<file path="src/rtl/core/rhh_ram.sv">
`default_nettype none
// ----------------------------------------------------------------------------
// Generic RAM
// One write port and one read port, read data registered.
// ----------------------------------------------------------------------------
module rhh_ram #(
	parameter int unsigned WIDTH = 8,
	parameter int unsigned DEPTH = 16
) (
	input  wire logic                     clk,
	input  wire logic                     we,
	input  wire logic [$clog2(DEPTH)-1:0] waddr,
	input  wire logic [WIDTH-1:0]         wdata,
	input  wire logic [$clog2(DEPTH)-1:0] raddr,
	output logic      [WIDTH-1:0]         rdata
);
	logic [WIDTH-1:0] mem [DEPTH];

	always_ff @(posedge clk) begin
		if (we) begin
			mem[waddr] <= wdata;
		end
		rdata <= mem[raddr];
	end
endmodule
`default_nettype wire

</file>
<file path="config.mk">
export PLATFORM = sky130hd
export DESIGN_NAME = rhh_ram
export DESIGN_NICKNAME = d
export VERILOG_FILES = /design/src/rtl/core/rhh_ram.sv
export SDC_FILE = /design/constraint.sdc
export NUM_CORES = 1
export LEC_CHECK = 0
export ABC_AREA = 1
export BUFFER_PORTS_ARGS = -buffer_cell sky130_fd_sc_hd__buf_4
export CAP_MARGIN = 0
export CELL_PAD_IN_SITES_DETAIL_PLACEMENT = 1
export CELL_PAD_IN_SITES_GLOBAL_PLACEMENT = 1
export CORE_MARGIN = 1.5
export CORE_UTILIZATION = 49
export DETAILED_ROUTE_END_ITERATION = 10
export PLACE_DENSITY_LB_ADDON = 0.3
export SKIP_LAST_GASP = 1
export SYNTH_ARGS = -nofsm -noshare
export SYNTH_HDL_FRONTEND = slang
export SYNTH_SLANG_ARGS = --single-unit
</file>
<file path="constraint.sdc">
create_clock -name clk -period 1.4 [get_ports clk]
set_input_delay 0.07 -clock clk [delete_from_list [all_inputs] [get_ports clk]]
set_output_delay 0.07 -clock clk [all_outputs]
set_load 0.005 [all_outputs]
</file>
# After elaboration in Yosys (flattened, before gate mapping)
# Memory sizes are Yosys's and may differ from the RTL's. A register that Yosys moved wholly into a read port is not among the register bits.
# Index checks and enable logic that the tools add are counted.
dict set report totals {
  latch_bits 0
  output_inout_bits 8
  memories 1
  rom_bits 0
  input_bits 18
  wordCells 3
  mem_bits_rw 128
  reg_bits 0
}
# name words width read_ports rd_ports_with_merged_regs write_ports line_no
set mem_list {}
lappend mem_list {mem 16 8 1 1 1 17} ;# logic [WIDTH-1:0] mem [DEPTH];
dict set report op_classes {
  n_eq_ne 0
  n_addsub 0
  n_shift 0
  mul 0
  div_mod_pow 0
  n_reduce_logical 0
  n_bitwise 0
  n_lt_le_gt_ge 0
  muxes 2
}
# op n
set op_table {}
lappend op_table {{2-to-1 mux 1 bit} 2}

# Longest topological paths before layout
# Gate-level depths: netlist (run 1).
dict set report logic_depth {
  ltp_word 2
  ltp_mapped 8
  ltp_nobuf 7
}

# Least setup slack after synthesis (run 1)
# Ideal clock, no wire load.
dict set report synth_path {
  path_type {input -> register}
  startpoint {input port waddr[2]}
  endpoint {memory mem[10][0] (enable)}
  n_path_buf 0
  required_ps 1030
  setup_time_ps 370
  arrival_time_ps 651
  path_stages 2
  path_slack_ps 379
  path_cell_list {nand3b_1 > nor2_1}
}
# item line_no
set synth_rtl {}
lappend synth_rtl {{start, declared} 12} ;# input wire logic [$clog2(DEPTH)-1:0] waddr,
lappend synth_rtl {{end, declared} 17}
# No word-level cell before the write port.

==> results of run 1 <==
-- power breakdown --
group	switching, mW	internal [mW]
sequential	0.0332	4.55
combinational	0.419	0.215
clock	1.58	2.95
-- critical path: cells and delay by family (launching register included) --
family | cells | cell delay, ps
flip-flops | 1 | 400
AND/OR/NAND/NOR | 6 | 580
-- synth_stat cells, drive strengths merged --
cell    count  share of area, %
nand3b      2              0.26
nor2       17               1.1
inv       102               6.6
edfxtp    128                67
dfxtp       8               2.8
nand3      97               8.4
nand2     173                11
buf        24               2.9
-- state kept, by name (all words and copies together) (netlist names) --
name and cells:
mem 128, rdata 8
-- cell type report --
| cell class | count | area, um2 | area share, % |
|---|---|---|---|
| flip-flops and latches | 136 | 4000 | 58.5 |
| multi-input cells | 289 | 1210 | 17.7 |
| repair buffers | 55 | 468 | 6.84 |
| clock buffers | 21 | 440 | 6.44 |
| inverters | 102 | 383 | 5.60 |
| well taps | 143 | 179 | 2.62 |
| clock inverters | 11 | 154 | 2.25 |
-- path summary, 6_finish.rpt --
path,startpoint,end,cells past startpoint
worst max-delay path,mem[13][1],rdata[1],6
worst min-delay path,wdata[6],mem[0][6],1
worst min register to register,mem[12][5],rdata[5],6
worst max register to register,mem[13][1],rdata[1],6
-- cells by family (layout without fill, tap and decap cells) --
group,count (synthesis),count (layout),synth area share [%]
flip-flops,136,136,69.4
AND/OR/NAND/NOR,289,289,21.0
buffers and inverters,126,189,9.52
-- per-layer routing --
layer | global-route usage [%] | up-vias | part of all wire (%)
met1 | 33.5 | 1959 | 42
met3 | 5.23 | 23 | 4.7
met5 | 0 | - | 0
li1 | - | 1873 | -
met4 | 11.8 | 0 | 2.4
met2 | 45.5 | 102 | 51
-- timing repair --
action / 4_1_cts / 5_1_grt
hold buffers: 2 / 0
gates resized for setup: 0 / 0
hold endpoints to repair: 20 / 0
==> results.md, run 1 <==
- Fmax: between 0.9 and 1 GHz
- Final Cell Area: around 6800 um2
- Outcome: completed
- Vias in the first global route: ~4300
- Unique cell type count in the Yosys netlist: 12
- Placed standard-cell area: 6230 um2
- Gpl congestion: about 0.81
- DRT Pass-1 Iters: 4
- Unrepaired setup endpoints after global routing: false
- I/O pins: 26
- Power Density: ~1400 nW/um2
- Slew Limit Fails: 0
- Residual DRC: 0
- R2R Setup Slk: about 310 ps
- MaxCap Viol Count: 0
- WHS: 5.75 ps
- Hold Vio Cnt, Final: 0
- Clk pin slew, worst setup/hold paths: around 50 ps
- Worst path cell trace: nand2_1 > nand2_1 > nand2_1 > nand3_1 > nand3_1 > nand2_1
- Synthesis Warnings: 0
- H-tree levels: 4
- Most common cell after layout, fill and taps aside: nand2_1
- Initial antenna violation count: 0
- # rows: 39
- Critical path's slowest cell: edfxtp_1
- Most frequent cells in the layout: nand2_1 (173), edfxtp_1 (128), inv_1 (100)
- Total setup buffers inserted after CTS: 0
- DR vias/cell: about 5.2
- Setup crit end kind: register
- Lkg Pwr: roughly 3.0 nW
- Total power: 9.74 mW
- Die ar.: ~12000 um2
- Worst path max stage delay: approximately 400 ps
- Largest net degree at the start of global routing: 65
- Slew headroom: between 70% and 80%
- Ant diodes: 0
- Setup WS post-layout: approximately 310 ps
- Arr. time, crit path: between 1000 and 1500 ps
- Worst Hold Class: input port to register
- CTS tree: built
- Total global routing track utilization: 26.8%
- Fillers: ~1200
- Synth Register Bits: about 140
- Syn Area/Cell: 10.5 um2
- Die height: ~110 um
- Final period util: roughly 78%
- Syn Inst Count: about 550
- Worst clock skew: around 6.7 ps
- Setup crit start kind: register
- Required time of the critical path: roughly 1700 ps
- Seq/Total Area, Yosys: 69.4%
- Area delta synth->final: 18.6%
- Worst-Margin Slew: about 420 ps
- Final #Nets: about 620
- Final setup TNS: 0 ps
- Core footprint: 11500 um2
- DR vias: just under 4000
- CTS max path bufs: 2
- Place WS: 217 ps
- Clock root cell: clkbuf_16
- GRT overflow: 0
- Final wirelength: ~15000 um
- Peak supply drop: around 1.0 mV
- Synthesized cell area: ~5800 um2
- Ratio of cells with drive above 1 in the final layout: between 10% and 20%
- Avg WL per Cell: around 20 um
- Count of final setup violators: 0
- Initial drt markers: around 290
- Crit Path Category: register to register
- First-pass GRT wire length: 24000 um
- Worst Path Max Fanout: 1
- TritonCTS Buffers: 17
- Clk_lat worst skew: roughly 420 ps
- # port buffers: 25
- Clock sinks: approximately 140
- Final ANT Viol Nets: 0
- Net Count, Synth: 569
- Post-Layout Cell Count: between 700 and 800
- Starting density of the core: ~50%
- Die width: ~110 um
- Post-Route Utilization: between 50% and 60%
- Most frequent CP cell: nand2_1
- Post-DP HPWL: between 9000 and 10000 um
- Minimum clock period: around 1100 ps
- Placed Cells: 723
No activity file was read; power rests on OpenSTA's default activity.
==> inputs of run 2 (changes only) <==
==> constraint.sdc (replaced) <==
create_clock -name clk -period 1.1 [get_ports clk]
set_input_delay 0.055 -clock clk [delete_from_list [all_inputs] [get_ports clk]]
set_output_delay 0.055 -clock clk [all_outputs]
set_load 0.005 [all_outputs]
==> results.md, run 2 (synthesis gave the netlist of run 1 again) <==
- Outcome: completed
- Critical path's slowest cell: edfxtp_1
- Final setup TNS: 0 ps (unchanged)
- Final period util: 96.8% (+19 points)
- Clk pin slew, worst setup/hold paths: 60 ps (about the same)
- Worst clock skew: 5.20 ps (-1.49 ps)
- RR Startpoint: mem[7][5]
- DRT Pass-1 Iters: 5 (+1)
- Final ANT Viol Nets: 0 (unchanged)
- Peak supply drop: 1.27 mV (+22%)
- I/O pins: 26 (unchanged)
- MaxCap Viol Count: 0 (unchanged)
- Clock root cell: clkbuf_16
- Hold Path Origin: wdata[2]
- Max reg flops: 128 (unchanged)
- Die width: 111 um (unchanged)
- Arr. time, crit path: 1370 ps (-30 ps)
- Switching pwr: 2.68 mW (+32%)
- Area delta synth->final: 20.5%
- Fmax: 0.939 GHz (+2.1%)
- Worst path max stage delay: 400 ps (about the same)
- GRT overflow: 0 (unchanged)
- Vias in the first global route: 4642 (+7.8%)
- H-tree levels: 4 (unchanged)
- WHS: 10.8 ps (+5.03 ps)
- Storage element area: 4000 um2 (unchanged)
- Die height: 111 um (unchanged)
- DR vias: 4135 (+4.5%)
- CTS tree: built
- Worst-Margin Slew: 302 ps (-116 ps)
- Worst Path Max Fanout: 1 (unchanged)
- Ant diodes: 0 (unchanged)
- R2R Setup Slk: 40 ps (-280 ps)
- Sequential Power Share: 46.3% (-0.8 points)
- Power Density: 1810 nW/um2 (+27%)
- Clk_lat worst skew: 410 ps (about the same)
- DR vias/cell: 5.43 (+3.9%)
- CP delay by family, top: simple AND/OR/NAND/NOR gates
- Required time of the critical path: 1410 ps (-300 ps)
- Pint: 9.93 mW (+29%)
- Worst path cell trace: inv_1 > nand2_1 > nand3_1 > nand3_1 > nand3_1 > nand2_1
- Count of final setup violators: 0 (unchanged)
- Setup crit end kind: register
- Crit path from: mem[7][5]
- First-pass GRT wire length: 25800 um (+7.6%)
- TritonCTS Buffers: 17 (unchanged)
- Most frequent cells in the layout: nand2_1 (173), edfxtp_1 (128), inv_1 (100)
- Crit Path Category: register to register
- Final #Nets: 623 (+0.65%)
- Slew headroom: 79.9% (+7.7 points)
- Minimum clock period: 1060 ps (-22.7 ps)
- Clk pwr share: 46.7% (+0.3 points)
- Hold Vio Cnt, Final: 0 (unchanged)
- Slew Limit Fails: 0 (unchanged)
- # rows: 39 (unchanged)
- Fillers: 1227 (-0.32%)
- Final Cell Area: 6950 um2 (+1.6%)
- Total power: 12.6 mW (+29%)
- Clock sinks: 136 (unchanged)
- Largest Register: mem
- Comb power frac: 7.0% (+0.5 points)
- Multi-input gate area: 1230 um2 (+1.6%)
- Starting density of the core: 50.3% (unchanged)
- Unrepaired setup endpoints after global routing: true
- Setup crit start kind: register
- Placed standard-cell area: 6310 um2 (+1.3%)
- Initial antenna violation count: 0 (unchanged)
- Switching share of total power: 21.3% (+0.47 points)
- # port buffers: 25 (unchanged)
- Post-DP HPWL: 10300 um (+6.4%)
- Avg WL per Cell: 21.6 um (+6.4%)
- Lkg Pwr: 3.05 nW (+1.7%)
- Largest net degree at the start of global routing: 33 (-49%)
- Worst Hold Class: input port to register
- Total global routing track utilization: 28.4% (+1.6 points)
- CTS max path bufs: 2 (unchanged)
- Die ar.: 12400 um2 (unchanged)
- Crit path buf inv count: 1 (+1)
- Gpl congestion: 0.800 (-1.2%)
- Registers with the most flip-flops: mem x128, rdata x8
- Core footprint: 11500 um2 (unchanged)
- Initial drt markers: 268 (-8.8%)
- Most frequent CP cell: nand3_1
- Final wirelength: 16400 um (+7.0%)
- Ratio of cells with drive above 1 in the final layout: 14.4% (+1.4 points)
- Residual DRC: 0 (unchanged)
- Most common cell after layout, fill and taps aside: nand2_1
[run 2: per-layer routing]
layer	global-route usage (%)	wire length (um)	vias to the layer above
met3	6.75	881	41
met2	48.1	8290	151
met5	0	0	-
met1	34.3	6560	2066
li1	-	-	1877
met4	13.9	685	0
[run 2: final timing paths]
kind               endpoint  cells past startpoint
setup reg to reg   rdata[5]                      6
hold / removal    mem[2][2]                      1
hold reg to reg    rdata[5]                      6
setup / recovery   rdata[5]                      6
[run 2: power by group through the flow]
stage          registers, mW  logic [mW]  clock network (mW)
6_report                5.84       0.880                5.89
2_1_floorplan           5.93       0.409                   0
3_5_place_dp            5.94       0.848                   0
4_1_cts                 5.84       0.877                5.94
5_1_grt                 5.85       0.955                6.14
3_3_place_gp            5.94       0.803                   0
[run 2: area by class of cell]
type | count | area share [%]
clock buffer | 22 | 6.53
inverter | 102 | 5.51
multi-input combinational | 289 | 17.7
clock inverter | 10 | 2.16
timing repair buffer | 59 | 7.88
tap | 143 | 2.57
sequential | 136 | 57.6
[run 2: stage by stage]
stage                     setup WS, ps  utilization [%]  cells
after detailed placement         -59.5             55.0    727
after floorplan                   94.2                -    551
after global placement            10.3             55.0    727
after CTS                         5.55             60.5    761
after global routing             -25.1             60.6    761
final                             35.6             60.6    761
[run 2: what timing repair did]
item | in CTS | in global routing
setup buffers | 0 | 0
hold buffers | 2 | 0
setup endpoints to repair | 1 | 5
gates resized for setup | 1 | 3
endpoints found under the hold margin | 16 | 0
==> inputs of run 3 (changes only) <==
--- a/config.mk
+++ b/config.mk
@@ -12,8 +12,10 @@
 export CELL_PAD_IN_SITES_GLOBAL_PLACEMENT = 1
 export CORE_MARGIN = 1.5
 export CORE_UTILIZATION = 49
+export CTS_CLUSTER_DIAMETER = 120
 export DETAILED_ROUTE_END_ITERATION = 10
 export PLACE_DENSITY_LB_ADDON = 0.3
+export SETUP_SLACK_MARGIN = 0.5
 export SKIP_LAST_GASP = 1
 export SYNTH_ARGS = -nofsm -noshare
 export SYNTH_HDL_FRONTEND = slang
==> results.md, run 3 (synthesis gave the netlist of run 1 again) <==
- RR Startpoint: mem[15][5]
- Worst Path Max Fanout: 1 (unchanged)
- TritonCTS Buffers: 17 (unchanged)
- Final ANT Viol Nets: 0 (unchanged)
- Post-Layout Cell Count: 749 (-1.6%)
- WHS: -13.7 ps (-24.5 ps)
- GRT overflow: 0 (unchanged)
- Final #Nets: 611 (-1.9%)
- Worst Hold Class: input port to register
- Outcome: complete, but fails checks
- Post-DP HPWL: 10100 um (-2.1%)
- Core footprint: 11500 um2 (unchanged)
- Hold Path Origin: raddr[3]
- Registers with the most flip-flops: mem x128, rdata x8
- Starting density of the core: 50.3% (unchanged)
- Final setup TNS: -1.01 ps (-1.01 ps)
- Gpl congestion: 0.847 (+5.9%)
- Place WS: -38.9 ps (+20.6 ps)
- Post-Route Utilization: 64.0% (+3.4 points)
- Max reg flops: 128 (unchanged)
- Most frequent cells in the layout: nand2_1 (152), edfxtp_1 (128), inv_1 (94)
- Setup crit end kind: register
- Slew headroom: 69.6% (-10 points)
- Lkg Pwr: 3.10 nW (+1.7%)
- Worst path max stage delay: 390 ps (about the same)
- I/O pins: 26 (unchanged)
- Hold Vio Cnt, Final: 3 (+3)
- Area delta synth->final: 27.3%
- Power Density: 1700 nW/um2 (-6.4%)
- Largest Register: mem
- Worst clock skew: 7.71 ps (+2.51 ps)
- Clock sinks: 136 (unchanged)
- Ratio of cells with drive above 1 in the final layout: 28.5% (+14 points)
- Initial antenna violation count: 0 (unchanged)
- Vias in the first global route: 4537 (-2.3%)
- Placed Cells: 714 (-1.8%)
- Unrepaired setup endpoints after global routing: true
- H-tree levels: 4 (unchanged)
- Crit Path Category: register to register
- Total power: 12.5 mW (-1.1%)
- Ant diodes: 0 (unchanged)
- Clk_lat worst skew: 420 ps (about the same)
- Residual DRC: 0 (unchanged)
- CTS max path bufs: 2 (unchanged)
- Placed standard-cell area: 6330 um2 (+0.44%)
- Crit path from: mem[15][5]
- DRT Pass-1 Iters: 5 (unchanged)
- MaxCap Viol Count: 0 (unchanged)
- Die height: 111 um (unchanged)
- Most common cell after layout, fill and taps aside: nand2_1
- CTS tree: built
- Count of final setup violators: 1 (+1)
- Final wirelength: 16800 um (+2.4%)
- Slew Limit Fails: 0 (unchanged)
- Die width: 111 um (unchanged)
- R2R Setup Slk: -1 ps (-40 ps)
- Required time of the critical path: 1410 ps (about the same)
- Arr. time, crit path: 1410 ps (+40 ps)
- First-pass GRT wire length: 25100 um (-2.6%)
- Worst-Margin Slew: 455 ps (+154 ps)
- Setup crit start kind: register
- Most frequent CP cell: nand3_1
- Fillers: 1138 (-7.3%)
- Capture point of the worst reg-to-reg path: rdata[5]
- Die ar.: 12400 um2 (unchanged)
- DR vias: 4125 (-0.24%)
- Setup WS post-layout: -1.01 ps (-36.6 ps)
- Fmax: 0.908 GHz (-3.3%)
- # port buffers: 25 (unchanged)
- FF-to-FF path depth: 6 (unchanged)
- Clk pin slew, worst setup/hold paths: 60 ps (about the same)
- Final Cell Area: 7340 um2 (+5.6%)
- Initial drt markers: 236 (-12%)
- # rows: 39 (unchanged)
- Total global routing track utilization: 27.7% (-0.66 points)
- Worst path cell trace: inv_1 > nand2_1 > nand3_1 > nand3_1 > nand3_1 > nand2_2
- Minimum clock period: 1100 ps (+36.6 ps)
- Clock root cell: clkbuf_16
- Avg WL per Cell: 22.4 um (+4.0%)
- Failing checks: hold timing, setup timing
- Capture point of the critical path: rdata[5]
- Final period util: 100% (+3.3 points)
- Critical path's slowest cell: edfxtp_1
- DR vias/cell: 5.51 (+1.4%)
- Largest net degree at the start of global routing: 40 (+21%)
- Peak supply drop: 1.06 mV (-17%)
## run 3: how the worst min path moves through the flow
stage,slack [ps],cells after the start,end
floorplan,150,0,mem[0][0]
global placement,380,3,rdata[2]
detailed placement,390,3,rdata[0]
CTS,-20,3,rdata[5]
global route,-20,3,rdata[2]
finish,-10,3,rdata[2]
## run 3: timing repair
action	in CTS	in global routing
hold endpoints to repair	3	2
gates resized for setup	60	33
buffers inserted	0	3
setup endpoints to repair	112	135
gates cloned	0	0
pin swaps	26	19
## run 3: layout make-up
class	count	area, um2	area share [%]
Tap cell	143	179	2.44
Multi-Input combinational cell	289	1630	22.2
Inverter	102	388	5.28
Clock inverter	13	149	2.03
Clock buffer	19	433	5.90
Timing Repair Buffer	47	553	7.53
Sequential cell	136	4010	54.7
## run 3: where the power goes
part | switching (mW) | internal, mW | total, mW | leakage [nW]
registers | 0.0539 | 5.80 | 5.85 | 1.22
logic | 0.666 | 0.354 | 1.02 | 1.60
clock network | 2.24 | 3.36 | 5.60 | 0.274
## run 3: worst max-delay path: cells and delay by family, from the launching register on
kind	cells	cell delay (ps)
buf+inv	1	80
simple gates	5	520
flops	1	390
## run 3: layer usage
metal / track usage [%] / up-vias / wire length, um
li1: - / 1861 / -
met1: 34.4 / 2037 / 6470
met5: 0 / - / 0
met4: 14.5 / 0 / 712
met2: 46.7 / 181 / 8610
met3: 5.01 / 46 / 1020
